--- src/design/swm_pkg.sv ---
`timescale 1ns / 1ps
`default_nettype none
// ----------------------------------------------------------------------------
// swm_pkg
// Shared types, constants and symbol tables of the symmetric 3x3 matcher.
// ----------------------------------------------------------------------------
package swm_pkg;

   // Sizes
   localparam int ID_BITS    = 16;
   localparam int CELLS      = 8;
   localparam int VARIANTS   = 16;
   localparam int CODE_W     = 2 * CELLS;
   localparam int TABLE_SIZE = 1 << CODE_W;
   localparam int ENTRY_W    = ID_BITS + 1;
   localparam int MATCH_W    = 16;

   // Opcodes
   localparam logic [1:0] OP_CLEAR    = 2'd0;
   localparam logic [1:0] OP_REGISTER = 2'd1;
   localparam logic [1:0] OP_LOOKUP   = 2'd2;

   // Symbol that marks a bad pattern
   localparam logic [2:0] SYM_INVALID = 3'd7;

   // Cell permutations for one rotation and for the mirror
   localparam logic [2:0] ROT_MAP  [CELLS] = '{3'd2, 3'd4, 3'd7, 3'd1, 3'd6, 3'd0, 3'd3, 3'd5};
   localparam logic [2:0] FLIP_MAP [CELLS] = '{3'd2, 3'd1, 3'd0, 3'd4, 3'd3, 3'd7, 3'd6, 3'd5};

   // Allowed cell values per symbol, bit c set when cell value c matches
   localparam logic [3:0] SYM_CELLS [8] = '{4'h2, 4'h4, 4'h1, 4'h3, 4'h5, 4'h7, 4'h8, 4'h0};
   // Symbol under black/white swap
   localparam logic [2:0] SYM_SWAP  [8] = '{3'd1, 3'd0, 3'd2, 3'd4, 3'd3, 3'd5, 3'd6, 3'd7};

   // Channel words
   typedef struct packed {
      logic [1:0]  opcode;
      logic [23:0] shape_code;
      logic [15:0] shape_tag;
      logic [15:0] neighborhood;
   } req_type;

   typedef struct packed {
      logic [MATCH_W-1:0] match_id;
      logic               matched;
      logic               symbol_error;
   } rsp_type;

   // Controller to datapath
   typedef struct packed {
      logic accept;
      logic go_sweep;
      logic sweep;
      logic sweep_clear;
      logic push_done;
   } ctrl_cmd_type;

   // Datapath to controller
   typedef struct packed {
      logic sym_bad;
      logic sweep_last;
   } ctrl_status_type;

   // Allowed-cell masks of every symmetry variant
   typedef logic [VARIANTS-1:0][CELLS-1:0][3:0] mask_set_type;

   // Build the masks of all 16 variants of a wildcard pattern
   function automatic mask_set_type variant_masks(input logic [23:0] code);
      mask_set_type m;
      logic [2:0]   s [CELLS];
      logic [2:0]   t [CELLS];
      logic [3:0]   v4;
      m = '0;
      for (int v = 0; v < VARIANTS; v++) begin
         v4 = 4'(v);
         for (int i = 0; i < CELLS; i++) begin
            s[i] = v4[3] ? SYM_SWAP[code[3*i +: 3]] : code[3*i +: 3];
         end
         if (v4[2]) begin
            for (int i = 0; i < CELLS; i++) t[i] = s[FLIP_MAP[i]];
            for (int i = 0; i < CELLS; i++) s[i] = t[i];
         end
         for (int k = 0; k < 3; k++) begin
            if (2'(k) < v4[1:0]) begin
               for (int i = 0; i < CELLS; i++) t[i] = s[ROT_MAP[i]];
               for (int i = 0; i < CELLS; i++) s[i] = t[i];
            end
         end
         for (int i = 0; i < CELLS; i++) m[v][i] = SYM_CELLS[s[i]];
      end
      return m;
   endfunction

endpackage
`default_nettype wire

--- src/design/swm_ctrl.sv ---
`timescale 1ns / 1ps
`default_nettype none
// ----------------------------------------------------------------------------
// swm_ctrl
// Controller: accepts words, starts table sweeps and ends them.
// ----------------------------------------------------------------------------
module swm_ctrl (
   input  wire logic                     clock,
   input  wire logic                     reset,
   input  wire logic                     start,
   input  wire logic [1:0]               opcode,
   input  wire swm_pkg::ctrl_status_type status,
   output logic                          busy,
   output swm_pkg::ctrl_cmd_type         cmd
);
   import swm_pkg::*;

   typedef enum logic {ST_IDLE, ST_SWEEP} state_type;

   state_type state_ff, state_in;
   logic      busy_ff, busy_in;
   logic      clear_kind_ff, clear_kind_in;
   logic      report_ff, report_in;
   logic      accept, go_sweep, sweep_end;

   // Decode the incoming word
   always_comb begin
      accept    = start & ~busy_ff;
      go_sweep  = accept & ((opcode == OP_CLEAR) |
                            ((opcode == OP_REGISTER) & ~status.sym_bad));
      sweep_end = (state_ff == ST_SWEEP) & status.sweep_last;
   end

   // Next state
   always_comb begin
      state_in      = state_ff;
      busy_in       = busy_ff;
      clear_kind_in = clear_kind_ff;
      report_in     = report_ff;
      unique case (state_ff)
         ST_IDLE: begin
            if (go_sweep) begin
               state_in      = ST_SWEEP;
               busy_in       = 1'b1;
               clear_kind_in = (opcode == OP_CLEAR);
               report_in     = 1'b1;
            end
         end
         ST_SWEEP: begin
            if (sweep_end) begin
               state_in = ST_IDLE;
               busy_in  = 1'b0;
            end
         end
         default: begin
            state_in = ST_IDLE;
            busy_in  = 1'b0;
         end
      endcase
   end

   // Hold state; reset starts a silent clearing sweep
   always_ff @(posedge clock) begin
      if (reset) begin
         state_ff      <= ST_SWEEP;
         busy_ff       <= 1'b1;
         clear_kind_ff <= 1'b1;
         report_ff     <= 1'b0;
      end else begin
         state_ff      <= state_in;
         busy_ff       <= busy_in;
         clear_kind_ff <= clear_kind_in;
         report_ff     <= report_in;
      end
   end

   // Drive commands
   always_comb begin
      cmd.accept      = accept;
      cmd.go_sweep    = go_sweep;
      cmd.sweep       = (state_ff == ST_SWEEP);
      cmd.sweep_clear = clear_kind_ff;
      cmd.push_done   = sweep_end & report_ff;
   end

   assign busy = busy_ff;

endmodule
`default_nettype wire

--- config.mk ---
export PLATFORM = sky130hd
export DESIGN_NAME = swm_ctrl
export DESIGN_NICKNAME = d
export VERILOG_FILES = /design/src/design/swm_pkg.sv /design/src/design/swm_ctrl.sv
export SDC_FILE = /design/constraint.sdc
export NUM_CORES = 1
export LEC_CHECK = 0
export ABC_AREA = 1
export ABC_CLOCK_PERIOD_IN_PS = 1110
export BUFFER_PORTS_ARGS = -buffer_cell sky130_fd_sc_hd__buf_2
export CAP_MARGIN = 20
export CORE_AREA = 4 4 41 43
export DETAILED_ROUTE_END_ITERATION = 8
export DIE_AREA = 0 0 45 47
export HOLD_SLACK_MARGIN = 0.06
export PLACE_DENSITY_LB_ADDON = 0.1
export SETUP_SLACK_MARGIN = 0.2
export SYNTH_ARGS = -nofsm -noshare
export SYNTH_HDL_FRONTEND = slang
export SYNTH_SLANG_ARGS = --single-unit
--- constraint.sdc ---
create_clock -name clock -period 1.11 [get_ports clock]
set_input_delay 0 -clock clock [delete_from_list [all_inputs] [get_ports clock]]
set_output_delay 0 -clock clock [all_outputs]
set_load 0.01 [all_outputs]
==> impl_metrics.py <==
metrics = {
    "setup_path": {
        "path_cells": "nor2_4 -> and2_1 -> buf_2",
        "crit_type": "register to output pin",
        "r2r_start": "busy$_SDFFE_PP1P_",
        "r2r_end": "clear_kind_ff$_SDFFE_PP1P_",
        "rrSetupSlack_ns": 0.29,
        "arrival_ns": 0.91,
        "path_max_fanout": 4,
        "r2r_cells": 4,
        "end_kind": "output pin",
        "crit_cells": 3,
        "critPathRequiredTime_ns": 1.11,
        "max_stage_delay_ns": 0.32,
        "critPathSlowestCell": "dfxtp_2",
        "setup.worst_path.end": "cmd[3]",
        "path_delay_family": "flip-flops",
        "crit_start": "busy$_SDFFE_PP1P_",
        "cp-start-kind": "register",
        "crit_buf_inv": 1,
    },
    "route": {
        "routed_wirelength_um": 522,
        "ant_nets": 0,
        "drc": 0,
        "firstDrtPassIters": 2,
        "post_drt_wl_per_cell_um": 9.49,
        "drt-vias-per-instance": 3.65,
        "vias": 201,
        "drt_iter0_markers": 5,
    },
    "timing": {
        "hold_violations": 0,
        "timing.fmax_mhz": 1090,
        "clock_skew_ns": 0.00160,
        "period_share_pct": 82.3,
        "slew_violations": 0,
        "worst_pin_slew_ns": 0.155,
        "relSlewSlack_pct": 89.7,
        "timing.final.ws_setup_ns": 0.196,
        "final.min_clock_period_ns": 0.914,
        "rsz0062_at_grt": "yes",
        "tns_ns": 0,
        "setup-violations-final": 0,
    },
    "place": {
        "post-place-ws_ns": 0.236,
        "gp_congestion": 0.653,
        "portBuffers": 12,
        "place_hpwl_um": 409,
    },
    "global_routing": {
        "antenna_found_initial": 0,
        "track_usage_pct": 6.17,
        "grt_pass1_vias": 180,
        "grt_overflow_total": 0,
        "grt_first_pass_wirelength_um": 800,
        "grt_max_degree": 5,
    },
    "clock_network": {
        "h-tree-depth": 1,
        "path_clk_slew_ns": 0.04,
        "root_buffer": "clkbuf_4",
        "cts_tree": "built",
        "cts-buffers-inserted": 3,
        "clkLatencyLatePin_ns": 0.23,
        "clock_sinks": 4,
        "clock_path_buffers": 2,
    },
    "synth": {
        "yosysUniqueCellTypes": 12,
        "syn_inst": 26,
        "yosysWarnings": 0,
        "syn-num-nets": 33,
        "synth_area_um2": 213,
        "syn-mean-instance-area_um2": 8.18,
        "synth-seq-cells": 4,
        "ys_seq_area_share_pct": 37.6,
    },
    "die": {
        "rows": 13,
        "core_area_mm2": 0.00130,
        "die_w_um": 45,
        "ios": 13,
        "start_util_pct": 16.3,
        "die_y_um": 47,
        "die_area_mm2": 0.00212,
    },
    "finish": {
        "final_nets": 49,
        "antenna_cells": 0,
        "layout-drive-gt1-share_pct": 55.0,
        "area_growth_pct": 47.6,
    },
    "power_and_ir_drop": {
        "vdd_drop_max_mv": 0.401,
        "p_per_area_mw_per_mm2": 1280,
        "p_leak_nw": 0.159,
    },
    "hold_path": {
        "min_path_type": "input port to register",
    },
    "outcome": {
        "status": "finished, final reports clean",
    },
    "flow_run": {
        "timing.max_cap.violations": 0,
    },
}
kinds of logic after synthesis:
| logic type | after synthesis | share of synthesized area, % |
|---|---|---|
| AO/OA/AOI/OAI | 3 | 11.8 |
| buffers and inverters | 9 | 22.9 |
| flip-flops | 4 | 37.6 |
| AND/OR/NAND/NOR | 10 | 27.6 |
what timing repair did:
item,4_1_cts,5_1_grt
hold buffers,2,0
setup endpoints to repair,1,2
pin swaps,2,0
setup buffers,1,0
hold endpoints to repair,4,0
resized for setup,1,1
report_power, final:
group          total (mW)  internal (mW)  switching, mW
combinational      0.0613         0.0308         0.0305
sequential          0.158          0.153        0.00536
clock               0.182          0.121         0.0609
total               0.401          0.305         0.0968
cell usage in the layout, fill, tap and decap left out:
master         Yosys  routed
buf_2              0      12
inv_1              5       5
nand2_1            3       3
clkbuf_4           0       3
a21oi_2            2       2
nand3_1            2       2
dfxtp_2            0       2
dfxtp_1            4       2
dlygate4sd3_1      0       2
nor2_4             1       1
and2_1             1       1
nand3_2            1       1
o211ai_1           1       1
nand4_1            1       1
nor2_1             1       1
buf_4              4       1
sequential cells by signal, indices dropped and copies added, names as in the netlist:
signal and count:
busy 1, report_ff 1, clear_kind_ff 1, state_ff 1
layout make-up:
cell class	instances	area (µm²)
repair buffers	15	87.6
well taps	15	18.8
fillers	157	987
multi-input cells	13	83.8
inverters	5	18.8
flip-flops and latches	4	82.6
clock buffers	3	22.5
worst min-delay path by stage:
| stage | start | end | slack, ns | cells past startpoint |
|---|---|---|---|---|
| 3_5_place_dp | reset | report_ff$_SDFFE_PP0P_ | 0.18 | 2 |
| 6_report | opcode[1] | clear_kind_ff$_SDFFE_PP1P_ | 0.08 | 4 |
| 2_1_floorplan | reset | report_ff$_SDFFE_PP0P_ | 0.06 | 1 |
| 4_1_cts | opcode[1] | clear_kind_ff$_SDFFE_PP1P_ | 0.08 | 4 |
| 3_3_place_gp | reset | report_ff$_SDFFE_PP0P_ | 0.18 | 2 |
| 5_1_grt | opcode[1] | clear_kind_ff$_SDFFE_PP1P_ | 0.1 | 4 |
cell usage after synthesis:
cell type | count | area (µm²)
inv_1 | 5 | 18.8
buf_4 | 4 | 30.0
dfxtp_1 | 4 | 80.1
nand2_1 | 3 | 11.3
a21oi_2 | 2 | 17.5
nand3_1 | 2 | 10.0
and2_1 | 1 | 6.26
nand3_2 | 1 | 10.0
nand4_1 | 1 | 6.26
nor2_1 | 1 | 3.75
nor2_4 | 1 | 11.3
o211ai_1 | 1 | 7.51
layer usage:
layer | vias to the layer above | global-route usage (%) | wire length (µm)
met1 | 82 | 7.76 | 258
met5 | - | 0 | 0
met3 | 0 | 4.60 | 66
met2 | 12 | 5.65 | 197
li1 | 107 | - | -
met4 | 0 | 7.02 | 0
worst reg2reg max path, delay by kind of cell, from the launching register on:
kind             cells  cell delay, ns
AND/OR/NAND/NOR      4            0.39
flip-flops           1            0.32
through the flow:
step / instances / total power, mW / hold slack, ns / instance area [µm²] / utilization (%)
floorplan: 26 / 0.194 / 0.0624 / 213 / -
global placement: 49 / 0.212 / 0.176 / 262 / 20.1
detailed placement: 49 / 0.212 / 0.179 / 262 / 20.1
CTS: 55 / 0.413 / 0.0787 / 313 / 24.0
global route: 55 / 0.431 / 0.0957 / 314 / 24.1
finish: 55 / 0.401 / 0.0807 / 314 / 24.1
(Power assumes the default switching activity.)
